$ cat config.mk
export PLATFORM = sky130hd
export DESIGN_NAME = pcss_front
export DESIGN_NICKNAME = d
export VERILOG_FILES = /design/src/hdl/pcss_pkg.sv /design/src/hdl/pcss_front.sv
export SDC_FILE = /design/constraint.sdc
export NUM_CORES = 1
export LEC_CHECK = 0
export BUFFER_PORTS_ARGS = -buffer_cell sky130_fd_sc_hd__buf_2
export CORE_ASPECT_RATIO = 1.5
export CORE_MARGIN = 4
export CORE_UTILIZATION = 45
export DETAILED_ROUTE_END_ITERATION = 10
export PLACE_DENSITY = 0.69
export REMOVE_ABC_BUFFERS = 1
export SETUP_SLACK_MARGIN = 0.15
export SYNTH_ARGS = -nofsm -noshare
export SYNTH_HDL_FRONTEND = slang
export SYNTH_SLANG_ARGS = --single-unit
$ cat constraint.sdc
create_clock -name clk -period 5.83 [get_ports clk]
set_clock_uncertainty 0.2 [all_clocks]
set_input_delay 0 -clock clk [delete_from_list [all_inputs] [get_ports clk]]
set_output_delay 0 -clock clk [all_outputs]
set_load 0.01 [all_outputs]
$ cat src/hdl/pcss_pkg.sv
// Shared types and constants for the point cluster spread statistics block.
package pcss_pkg;

  localparam int COORD_W       = 32;
  localparam int SUM_W         = 48;   // coordinate sums, enough for 4096 full-scale points
  localparam int CNT_W         = 13;   // point count carried in a job, up to 4096
  localparam int SCALE_W       = 16;
  localparam int DATA_W        = 48;   // widest configuration register
  localparam int CFG_IDX_W     = 1;
  localparam int MESH_W        = 34;
  localparam int RAD_W         = 48;
  localparam int PC_W          = 9;
  localparam int DIV_NUM_W     = 80;
  localparam int DIV_DEN_W     = 49;
  localparam int SQ_OP_W       = 70;
  localparam int SQ_ROOT_W     = 35;
  localparam int DEFAULT_MAX_POINTS = 256;

  localparam logic [CFG_IDX_W-1:0] REG_RADIUS_SCALE = 1'd0;
  localparam logic [CFG_IDX_W-1:0] REG_DEFAULT_SCAT = 1'd1;

  localparam logic [SCALE_W-1:0] SCALE_RESET = 16'd256;
  localparam logic [RAD_W-1:0]   SAT48       = 48'hFFFF_FFFF_FFFF;

  typedef struct packed {
    logic signed [COORD_W-1:0] pos_x;
    logic signed [COORD_W-1:0] pos_y;
    logic signed [COORD_W-1:0] pos_z;
    logic                      last_point;
  } point_t;

  typedef struct packed {
    logic signed [COORD_W-1:0] mean_x;
    logic signed [COORD_W-1:0] mean_y;
    logic signed [COORD_W-1:0] mean_z;
    logic [MESH_W-1:0]         mean_nn_distance;
    logic [RAD_W-1:0]          equivalent_radius;
    logic [RAD_W-1:0]          scattering;
    logic [PC_W-1:0]           point_count;
    logic                      overflowed;
  } result_t;

  typedef struct packed {
    logic signed [COORD_W-1:0] x;
    logic signed [COORD_W-1:0] y;
    logic signed [COORD_W-1:0] z;
  } coord3_t;

  // One closed cluster handed from the loader to the evaluator
  typedef struct packed {
    logic [CNT_W-1:0]        count;
    logic signed [SUM_W-1:0] sum_x;
    logic signed [SUM_W-1:0] sum_y;
    logic signed [SUM_W-1:0] sum_z;
    logic                    dropped;
  } job_t;

endpackage

$ cat src/hdl/pcss_front.sv
// Loader: takes points, fills the store, keeps sums and queues closed clusters.
module pcss_front #(
  parameter int MAX_POINTS = pcss_pkg::DEFAULT_MAX_POINTS,
  localparam int AW = $clog2(MAX_POINTS),
  localparam int CW = $clog2(MAX_POINTS + 1)
) (
  input  logic               clk,
  input  logic               rst,
  input  logic               start,
  output logic               busy,
  input  pcss_pkg::point_t   point,
  input  logic               back_idle,
  output logic               ram_we,
  output logic [AW-1:0]      ram_waddr,
  output pcss_pkg::coord3_t  ram_wdata,
  output logic               job_valid,
  output pcss_pkg::job_t     job,
  input  logic               job_pop
);

  logic                              accept;
  logic                              room;
  logic [CW-1:0]                     held;
  logic [CW-1:0]                     held_next;
  logic signed [pcss_pkg::SUM_W-1:0] sum_x, sum_y, sum_z;
  logic signed [pcss_pkg::SUM_W-1:0] sum_x_next, sum_y_next, sum_z_next;
  logic                              dropped;
  logic                              dropped_next;

  // the store is shared with the evaluator, so hold off while a cluster is open there
  assign busy   = job_valid | ~back_idle;
  assign accept = start & ~busy;
  assign room   = held != CW'(MAX_POINTS);

  assign ram_we      = accept & room;
  assign ram_waddr   = held[AW-1:0];
  assign ram_wdata.x = point.pos_x;
  assign ram_wdata.y = point.pos_y;
  assign ram_wdata.z = point.pos_z;

  always_comb begin
    held_next    = held;
    sum_x_next   = sum_x;
    sum_y_next   = sum_y;
    sum_z_next   = sum_z;
    dropped_next = dropped;
    if (room) begin
      held_next  = held + 1'b1;
      sum_x_next = sum_x + pcss_pkg::SUM_W'(point.pos_x);
      sum_y_next = sum_y + pcss_pkg::SUM_W'(point.pos_y);
      sum_z_next = sum_z + pcss_pkg::SUM_W'(point.pos_z);
    end else begin
      dropped_next = 1'b1;
    end
  end

  // accumulate, and on the closing point push the cluster into the one-entry queue
  always_ff @(posedge clk) begin
    if (rst) begin
      held      <= '0;
      sum_x     <= '0;
      sum_y     <= '0;
      sum_z     <= '0;
      dropped   <= 1'b0;
      job_valid <= 1'b0;
    end else begin
      if (job_pop) begin
        job_valid <= 1'b0;
      end
      if (accept) begin
        if (point.last_point) begin
          held      <= '0;
          sum_x     <= '0;
          sum_y     <= '0;
          sum_z     <= '0;
          dropped   <= 1'b0;
          job_valid <= 1'b1;
        end else begin
          held    <= held_next;
          sum_x   <= sum_x_next;
          sum_y   <= sum_y_next;
          sum_z   <= sum_z_next;
          dropped <= dropped_next;
        end
      end
    end
  end

  always_ff @(posedge clk) begin
    if (accept && point.last_point) begin
      job.count   <= pcss_pkg::CNT_W'(held_next);
      job.sum_x   <= sum_x_next;
      job.sum_y   <= sum_y_next;
      job.sum_z   <= sum_z_next;
      job.dropped <= dropped_next;
    end
  end

endmodule

==> impl_metrics.tcl, run 1 <==
set metrics [dict create \
    ant_nets 0 \
    wl_um 58400 \
    critical_path_class "reg2reg" \
    drive_above_1_share 0.196 \
    firstDrtPassIters 8 \
    worstPathMaxFanout 5 \
    crit_chain "ha_1 -> fa_1 -> a211oi_1 -> o21a_1 -> o21ai_0 -> a21oi_1 -> o31ai_1 -> a21oi_1 -> nor4_1 -> a2111oi_1 -> xnor2_1 -> mux2_2" \
    yosys_warnings 0 \
    min_from "point[73]" \
    worst-path-buf-inv 0 \
    cts_tree "yes" \
    clkSinkCount 309 \
    via_per_inst 5.76 \
    wl_per_cell_um 19.2 \
    route.met2.wl_um 29400 \
    max_stage_delay_ns 0.45 \
    grt_start_max_net_pins 78 \
    drv_slew 0 \
    start_kind "register" \
    top_layer "met4" \
    numCtsBuffers 34 \
    clk_path_buf_depth 3 \
    initialDrtViolationCount 1042 \
    initial_core_util 0.456 \
    seq_area_frac_synth 0.386 \
    synth_cell_types 73 \
    synth_ff_type "dfxtp_1" \
    die_w_um 180 \
    slowest_stage "a2111oi_1" \
    root_buffer "clkbuf_16" \
    portBuffers 362 \
    track_usage 0.230 \
    ys_ff_latch 309 \
    grt_pass1_vias 17200 \
    fmax_mhz 238 \
    final_nets 2694 \
    ioPinCount 367 \
    area_growth_pct 14.7 \
    htreeDepth 2 \
    crit_path_end "job[141]" \
    crit_cells 12 \
    cts.clk_slew.worst_paths_ns 0.06 \
    worstRegToRegCells 12 \
    diodes 0 \
    tightest_slew_ns 0.992 \
    dpl.hpwl_um 42800 \
    arrival_ns 4.28 \
    worstReg2RegStart "sum_x[0]" \
    syn_area_per_cell_um2 9.02 \
    netlist_area_um2 20000 \
    crit_family "compound AO/OA/AOI/OAI gates" \
    gp_congestion 0.919 \
    finalHoldViolations 0 \
    vias 17600 \
    cts-resized-gates 0 \
    clk_latency_ns 0.52 \
    grt_overflow_total 0 \
    crit_start "sum_x[0]" \
    wl_met3_um 2870 \
    layout_setup_ws_ns 1.62 \
    fp.dieH_um 266 \
    nFillCells 4115 \
    final_util 0.523 \
    endpoint_kind "register" \
    reg2reg_setup_slack_ns 1.62 \
    regToRegEndpoint "job[141]" \
    finalCriticalPeriod_ns 4.21 \
    max_cap_violations 0 \
    grt_antenna_before_repair 0 \
    required_ns 5.90 \
    maxSlewHeadroom 0.337 \
    rsz0062_at_grt "false" \
    drc 0 \
    pwr_density_cell_nw_per_um2 250 \
    synth-edff-count 154 \
    die_area_um2 48000 \
    multi_input_area_um2 10900 \
    peakVddDrop_uv 185 \
    outcome "complete, no violations" \
    power_leakage_nw 10.3 \
    core-area_um2 43900 \
    grt_pass1_wl_um 91600 \
    finalSetupViolations 0 \
    post-cts-setup-buffer-count 0 \
    place_ws_ns 1.72 \
    holdCritPathClass "in2out" \
    seq_area_um2 7730 \
    fp-row-count 94 \
    async_flop_share 0 \
    m1WireLength_um 24000 \
    cts_hold_buf 33 \
    netlist_instances 2219 \
    finalCritPeriodShare 0.722 \
    crit_top_cell "a21oi_1" \
]
layer usage:
| layer | up-vias | track usage |
|---|---|---|
| met5 | - | 0 |
| met4 | 0 | 0.0898 |
| met3 | 100 | 0.0302 |
| met2 | 534 | 0.416 |
| met1 | 8418 | 0.279 |
| li1 | 8507 | - |
cell type report:
type	instances	share of cell area
timing repair buffer	409	0.0980
sequential	309	0.337
multi-input combinational	1647	0.475
clock inverter	15	0.00812
clock buffer	46	0.0430
tap	576	0.0314
inverter	45	0.00736
cell families (layout without fill, tap and decap cells):
group                    Yosys count  after routing  synth area share
AND/OR/NAND/NOR                  614            614             0.135
other                              1              4          0.000187
XOR/XNOR                         134            134            0.0587
AO/OA/AOI/OAI                    719            719             0.240
multiplexers                      30             30            0.0169
buffers and inverters            266            515            0.0707
flip-flops                       309            309             0.386
adder cells (fa/ha/maj)          146            146            0.0924
through the flow:
step | total power [mW] | TNS [ns] | hold slack, ns | cells | instance area [um^2]
after CTS | 5.80 | 0 | 0.00137 | 3047 | 23000
final | 5.74 | 0 | 0.0110 | 3047 | 23000
after global routing | 6.00 | 0 | 0.0191 | 3047 | 23000
after global placement | 3.47 | 0 | 0.00736 | 2953 | 21500
after floorplan | 3.12 | -139.39 | -0.200 | 2001 | 18800
after detailed placement | 3.48 | 0 | 0.00691 | 2953 | 21500
Yosys cell counts, types with 62 or more instances:
master / count / area, um^2
clkbuf_1: 93 / 349
a22oi_1: 62 / 465
nor2_1: 178 / 668
edfxtp_1: 154 / 4620
buf_4: 108 / 811
o21ai_0: 117 / 586
a21oi_1: 197 / 986
nand2_1: 267 / 1000
a22o_1: 74 / 648
xnor2_1: 86 / 753
dfxtp_1: 155 / 3100
a21o_1: 94 / 706
ha_1: 143 / 1790
sequential cells by signal (all words and copies together) (netlist names):
register   flops
sum_y         48
sum_z         48
job          154
held           9
job_valid      1
dropped        1
sum_x         48
power by group:
group          switching [mW]  internal [mW]  total [mW]
Combinational           0.630          0.405        1.03
Clock                   0.903           1.37        2.27
Sequential             0.0437           2.39        2.43
Total                    1.58           4.16        5.74
cells in the final DEF (no fill, tap or decap), types with 8 or more instances in the layout:
cell type      Yosys  final
a211oi_1          18     18
nand4_1           34     34
dfxtp_1          155    155
o21bai_1          27     27
edfxtp_1         154    154
a22oi_1           62     62
buf_2              9    361
o31ai_1           16     16
mux2_2            30     30
xor2_1            48     48
clkbuf_16          0     35
nor3_1            20     19
ha_1             143    143
nor2b_1           14     13
a22o_1            74     74
nand2_1          267    266
and3_1            17     17
xnor2_1           86     86
nand3_1           33     33
a21o_1            94     94
and2_1            10      8
a31oi_1           17     17
o211ai_1           9      9
a21oi_1          197    197
o21a_1            16     16
inv_1             45     45
or3_1              9      9
dlygate4sd3_1      0     33
buf_4            108     15
nor2_1           178    176
o21ai_0          117    116
worst min path at each step:
stage	slack, ns	end	cells after the start
after floorplan	-0.20	ram_wdata[0]	0
after CTS	0.001	sum_z[21]	4
after detailed placement	0.007	ram_wdata[64]	2
final	0.01	ram_wdata[72]	2
after global routing	0.02	ram_wdata[58]	2
after global placement	0.007	ram_wdata[64]	2
Note: power is estimated with default switching activity, not from simulation.
==> run 2: changes to the inputs <==
Settings changed: PLACE_DENSITY 0.69 to 0.71.
Clock period 5.83 ns to 3.4 ns, I/O delays scaled along.
==> impl_metrics.tcl, run 2 (synthesis results as in run 1) <==
set metrics [dict create \
    portBuffers 362 \
    fin_area_um2 26400 \
    holdWs_ns -0.0118 \
    initialDrtViolationCount 1183 \
    vias 18900 \
    cts.clk_slew.worst_paths_ns 0.07 \
    holdCritPathClass "in2reg" \
    grt_pass1_vias 18900 \
    layout_commonest_cell "buf_2" \
    gp_congestion 0.930 \
    outcome "complete, but fails checks" \
    fmax_mhz 290 \
    drv_slew 0 \
    use_met2 0.450 \
    ioPinCount 367 \
    layout_setup_ws_ns -0.0435 \
    drive_above_1_share 0.327 \
    place_ws_ns -0.340 \
    final_nets 2978 \
    required_ns 3.66 \
    pwr_density_cell_nw_per_um2 382 \
    dp.cells 3169 \
    finalCritPeriodShare 1.01 \
    violations "negative hold slack, negative setup slack" \
    finalHoldViolations 2 \
    die_area_um2 48000 \
    clk_latency_ns 0.59 \
    grt_overflow_total 0 \
    power_leakage_nw 12.0 \
    root_buffer "clkbuf_16" \
    clkSinkCount 309 \
    peakVddDrop_uv 382 \
    instances_no_fill 3331 \
    tightest_slew_ns 1.17 \
    largest_reg_flops 154 \
    rsz0062_at_grt "true" \
    wl_per_cell_um 19.2 \
    critical_path_class "reg2reg" \
    top_register "job" \
    max_cap_violations 0 \
    via_per_inst 5.67 \
    area_growth_pct 31.9 \
    arrival_ns 3.70 \
    met1_usage 0.297 \
    die_w_um 180 \
    mostFrequentLayoutCells "361 x buf_2, 264 x nand2_1, 256 x buf_4" \
    start_kind "register" \
    grt_pass1_wl_um 98600 \
    finalSetupViolations 2 \
    numCtsBuffers 31 \
    initial_core_util 0.456 \
    clk_path_buf_depth 3 \
    grt_start_max_net_pins 99 \
    grt_util_met3 0.0247 \
    finalCriticalPeriod_ns 3.44 \
    grt_busiest_layer "met2" \
    dpl.hpwl_um 45700 \
    firstDrtPassIters 5 \
    drc 0 \
    maxSlewHeadroom 0.214 \
    htreeDepth 1 \
    diodes 0 \
    track_usage 0.247 \
    fp.dieH_um 266 \
    core-area_um2 43900 \
    cts_tree "yes" \
    endpoint_kind "register" \
    ant_nets 0 \
    grt_antenna_before_repair 0 \
    fp-row-count 94 \
    power_mw 10.1 \
    worstPathMaxFanout 3 \
    placed_cell_area_um2 23200 \
    wl_um 64000 \
]
==> run 2: critical path, cell delays in order, from the launching register on <==
cell and delay, ns:
dfxtp_2 0.34, ha_4 0.27, nand4_1 0.13, or4_4 0.52, or3_4 0.36, o32a_1 0.20, o41ai_4 0.07, buf_4 0.19
a2111oi_2 0.07, or4b_1 0.51, and3_4 0.20, o211ai_1 0.17, o31ai_1 0.10
==> run 2: timing repair <==
item | CTS | global route
hold buffers | 63 | 0
pin swaps | 60 | 86
setup endpoints to repair | 70 | 87
endpoints found under the hold margin | 119 | 0
resized for setup | 96 | 157
buffers inserted | 18 | 24
gates cloned | 0 | 0
==> run 2: through the flow <==
stage / TNS (ns) / util
after detailed placement: -4.10 / 0.528
after CTS: -0.338 / 0.580
after global routing: -0.627 / 0.602
final: -0.0813 / 0.602
after floorplan: -770.41 / -
after global placement: -3.24 / 0.528
==> run 2: worst paths after layout <==
kind / endpoint / from / depth (start not counted) / slack (ns)
worst min-delay path: job[113] / point[81] / 5 / -0.01
worst max-delay path: sum_y[47] / sum_y[34] / 12 / -0.04
worst max register to register: sum_y[47] / sum_y[34] / 12 / -0.04
worst min register to register: sum_z[41] / sum_z[41] / 2 / 0.30
==> run 2: per-layer routing <==
metal	share of wire	vias up
li1	-	9067
met2	0.50	593
met1	0.40	9074
met4	0.047	0
met5	0	-
met3	0.045	147
==> run 2: cell type report <==
cell class                 count  area, um^2
fill                        3664       17500
timing repair buffer         696        4600
sequential                   309        7740
clock inverter                18         236
multi-input combinational   1647       12100
inverter                      45         169
tap                          576         721
clock buffer                  40         860
==> run 2: where the power goes <==
| group | switching, mW | leakage, nW | internal (mW) |
|---|---|---|---|
| Clock | 1.53 | 0.518 | 2.16 |
| Combinational | 1.23 | 8.78 | 0.991 |
| Sequential | 0.0769 | 2.67 | 4.09 |
| Total | 2.84 | 12.0 | 7.25 |
==> run 3: changes to the inputs <==
Settings changed: ABC_AREA from default to 1, PLACE_DENSITY 0.71 to 0.7.
==> impl_metrics.tcl, run 3 <==
set metrics [dict create \
    final_util 0.522 \
    power_leakage_nw 14.9 \
    mostFrequentLayoutCells "1510 x nand2_1, 637 x inv_1, 361 x buf_2" \
    placed_cell_area_um2 27000 \
    max_cap_violations 0 \
    peakVddDrop_uv 415 \
    dpl.hpwl_um 68700 \
    initialDrtViolationCount 1541 \
    numCtsBuffers 34 \
    ant_nets 0 \
    fmax_mhz 351 \
    drc 0 \
    via_per_inst 5.06 \
    worst-path-buf-inv 1 \
    grt_pass1_vias 24900 \
    track_usage 0.283 \
    switching_power_mw 3.08 \
    largest_reg_flops 154 \
    required_ns 3.51 \
    crit_chain "ha_1 -> nand2_1 -> nor2_1 -> inv_1 -> nor2_1 -> nand2_1 -> nand2_1 -> nand2_1 -> nand4_1 -> nand3_1 -> and2_1" \
    grt_antenna_before_repair 1 \
    core-area_um2 55600 \
    clkPwrFrac 0.387 \
    maxSlewHeadroom 0.441 \
    tightest_slew_ns 0.836 \
    gp_congestion 1.03 \
    max_stage_delay_ns 0.40 \
    worstRegToRegCells 11 \
    portBuffers 362 \
    yosys_warnings 0 \
    power_frac_seq 0.408 \
    ys_ff_latch 309 \
    fp-row-count 106 \
    cts.clk_slew.worst_paths_ns 0.07 \
    fin_area_um2 29000 \
    finalCriticalPeriod_ns 2.85 \
    fp.dieH_um 298 \
    finalSetupViolations 0 \
    slowest_stage "nor2_1" \
    cts_tree "yes" \
    ioPinCount 367 \
    yosys.cell_count.top_type "nand2_1" \
    final_nets 4542 \
    synth-edff-count 154 \
    p_int_mw 7.12 \
    synth_cell_types 43 \
    wl_per_cell_um 17.6 \
    drv_slew 0 \
    rsz0062_at_grt "false" \
    root_buffer "clkbuf_16" \
    layout_commonest_cell "nand2_1" \
    drive_above_1_share 0.132 \
    worstPathMaxFanout 5 \
    critical_path_class "reg2reg" \
    htreeDepth 2 \
    grt_start_max_net_pins 114 \
    sw_frac_of_total 0.302 \
    clk_path_buf_depth 3 \
    wl_um 88100 \
    top_register "job" \
    cts-resized-gates 0 \
    combPwrFrac 0.205 \
    initial_core_util 0.454 \
    synth_area_leaders "nand2_1 23%, edfxtp_1 18%, dfxtp_1 12%, inv_1 9.5%, ha_1 7.1%" \
    crit_top_cell "nand2_1" \
    yosys.area.top_type "nand2_1" \
    holdCritPathClass "in2out" \
    synth_top_area_share 0.225 \
    synth_ff_type "dfxtp_1" \
    outcome "complete, no violations" \
    grt_overflow_total 0 \
    die_w_um 201 \
    arrival_ns 2.96 \
    whs_path_depth 2 \
    grt_pass1_wl_um 134000 \
    start_kind "register" \
    crit_cells 11 \
    area_growth_pct 15.1 \
    finalCritPeriodShare 0.837 \
    die_area_um2 59900 \
    endpoint_kind "register" \
    firstDrtPassIters 8 \
    clk_latency_ns 0.56 \
    ys_top_cells_by_count "1511 x nand2_1, 638 x inv_1, 270 x a21oi_1" \
    clkSinkCount 309 \
    finalHoldViolations 0 \
    netlist_area_um2 25200 \
    async_flop_share 0 \
    vias 25400 \
    netlist_instances 3979 \
    pwr_density_cell_nw_per_um2 352 \
    syn_area_per_cell_um2 6.33 \
    seq_area_frac_synth 0.307 \
    crit_family "simple AND/OR/NAND/NOR gates" \
]
run 3: cell count changes in the layout (fill, tap and decap cells not counted), sizes merged, moves of 80 or more:
cell,previous run,this run
nor2,179,259
inv,46,669
buf,634,384
nand2,267,1530
a21o,94,1
nand3,33,253
run 3: final cells by class:
cell class,instances,area [um^2]
fill,5716,26600
multi-input combinational,2815,13800
sequential,309,7730
timing repair buffer,466,2900
inverter,668,2510
clock buffer,43,916
tap,702,878
clock inverter,18,233
antenna,1,2.50
run 3: cell families after synthesis:
family | Yosys count | share of synthesized area
simple gates | 2220 | 0.368
buf+inv | 858 | 0.147
compound gates | 382 | 0.0833
flops | 309 | 0.307
fa+ha+maj | 146 | 0.0734
xor+xnor | 63 | 0.0219
other cells | 1 | 0.000149
run 3: through the flow:
| stage | TNS (ns) | setup slack, ns | cells | hold slack [ns] | power [mW] |
|---|---|---|---|---|---|
| 2_1_floorplan | -2268.66 | -8.16 | 3792 | -0.200 | 5.49 |
| 3_3_place_gp | 0 | 0.645 | 4878 | 0.0131 | 6.22 |
| 3_5_place_dp | 0 | 0.655 | 4878 | 0.0122 | 6.24 |
| 4_1_cts | 0 | 0.571 | 5021 | 0.00112 | 10.3 |
| 5_1_grt | 0 | 0.318 | 5021 | 0.0361 | 10.6 |
| 6_report | 0 | 0.553 | 5022 | 0.0247 | 10.2 |
run 3: power groups by stage:
stage | clock network, mW | registers [mW] | logic [mW]
floorplan | 0 | 4.27 | 1.22
global placement | 0 | 4.24 | 1.98
detailed placement | 0 | 4.24 | 1.99
CTS | 4.05 | 4.16 | 2.08
global route | 4.15 | 4.17 | 2.32
finish | 3.95 | 4.16 | 2.09
run 3: worst paths after layout:
check             startpoint            to  slack [ns]
hold / removal      point[4]  ram_wdata[3]        0.02
hold reg to reg      dropped       dropped        0.26
setup reg to reg   sum_y[22]       job[93]        0.55
setup / recovery   sum_y[22]       job[93]        0.55
run 3: per-layer routing:
metal,up-vias,GRT usage,share of wire
li1,12900,-,-
met1,11400,0.291,0.36
met2,814,0.535,0.51
met3,254,0.0359,0.054
met4,0,0.184,0.077
met5,-,0,0
run 3: repair_timing:
item	in CTS	in global routing
hold buffers	82	0
hold endpoints to repair	315	0
setup buffers	0	0
run 3: worst register-to-register path, stage by stage (launching register included):
cell and delay, ns:
dfxtp_1 0.34, ha_1 0.37, nand2_1 0.13, nor2_1 0.17
inv_1 0.15, nor2_1 0.40, nand2_1 0.25, nand2_1 0.15
nand2_1 0.08, nand4_1 0.07, nand3_1 0.11, and2_1 0.18
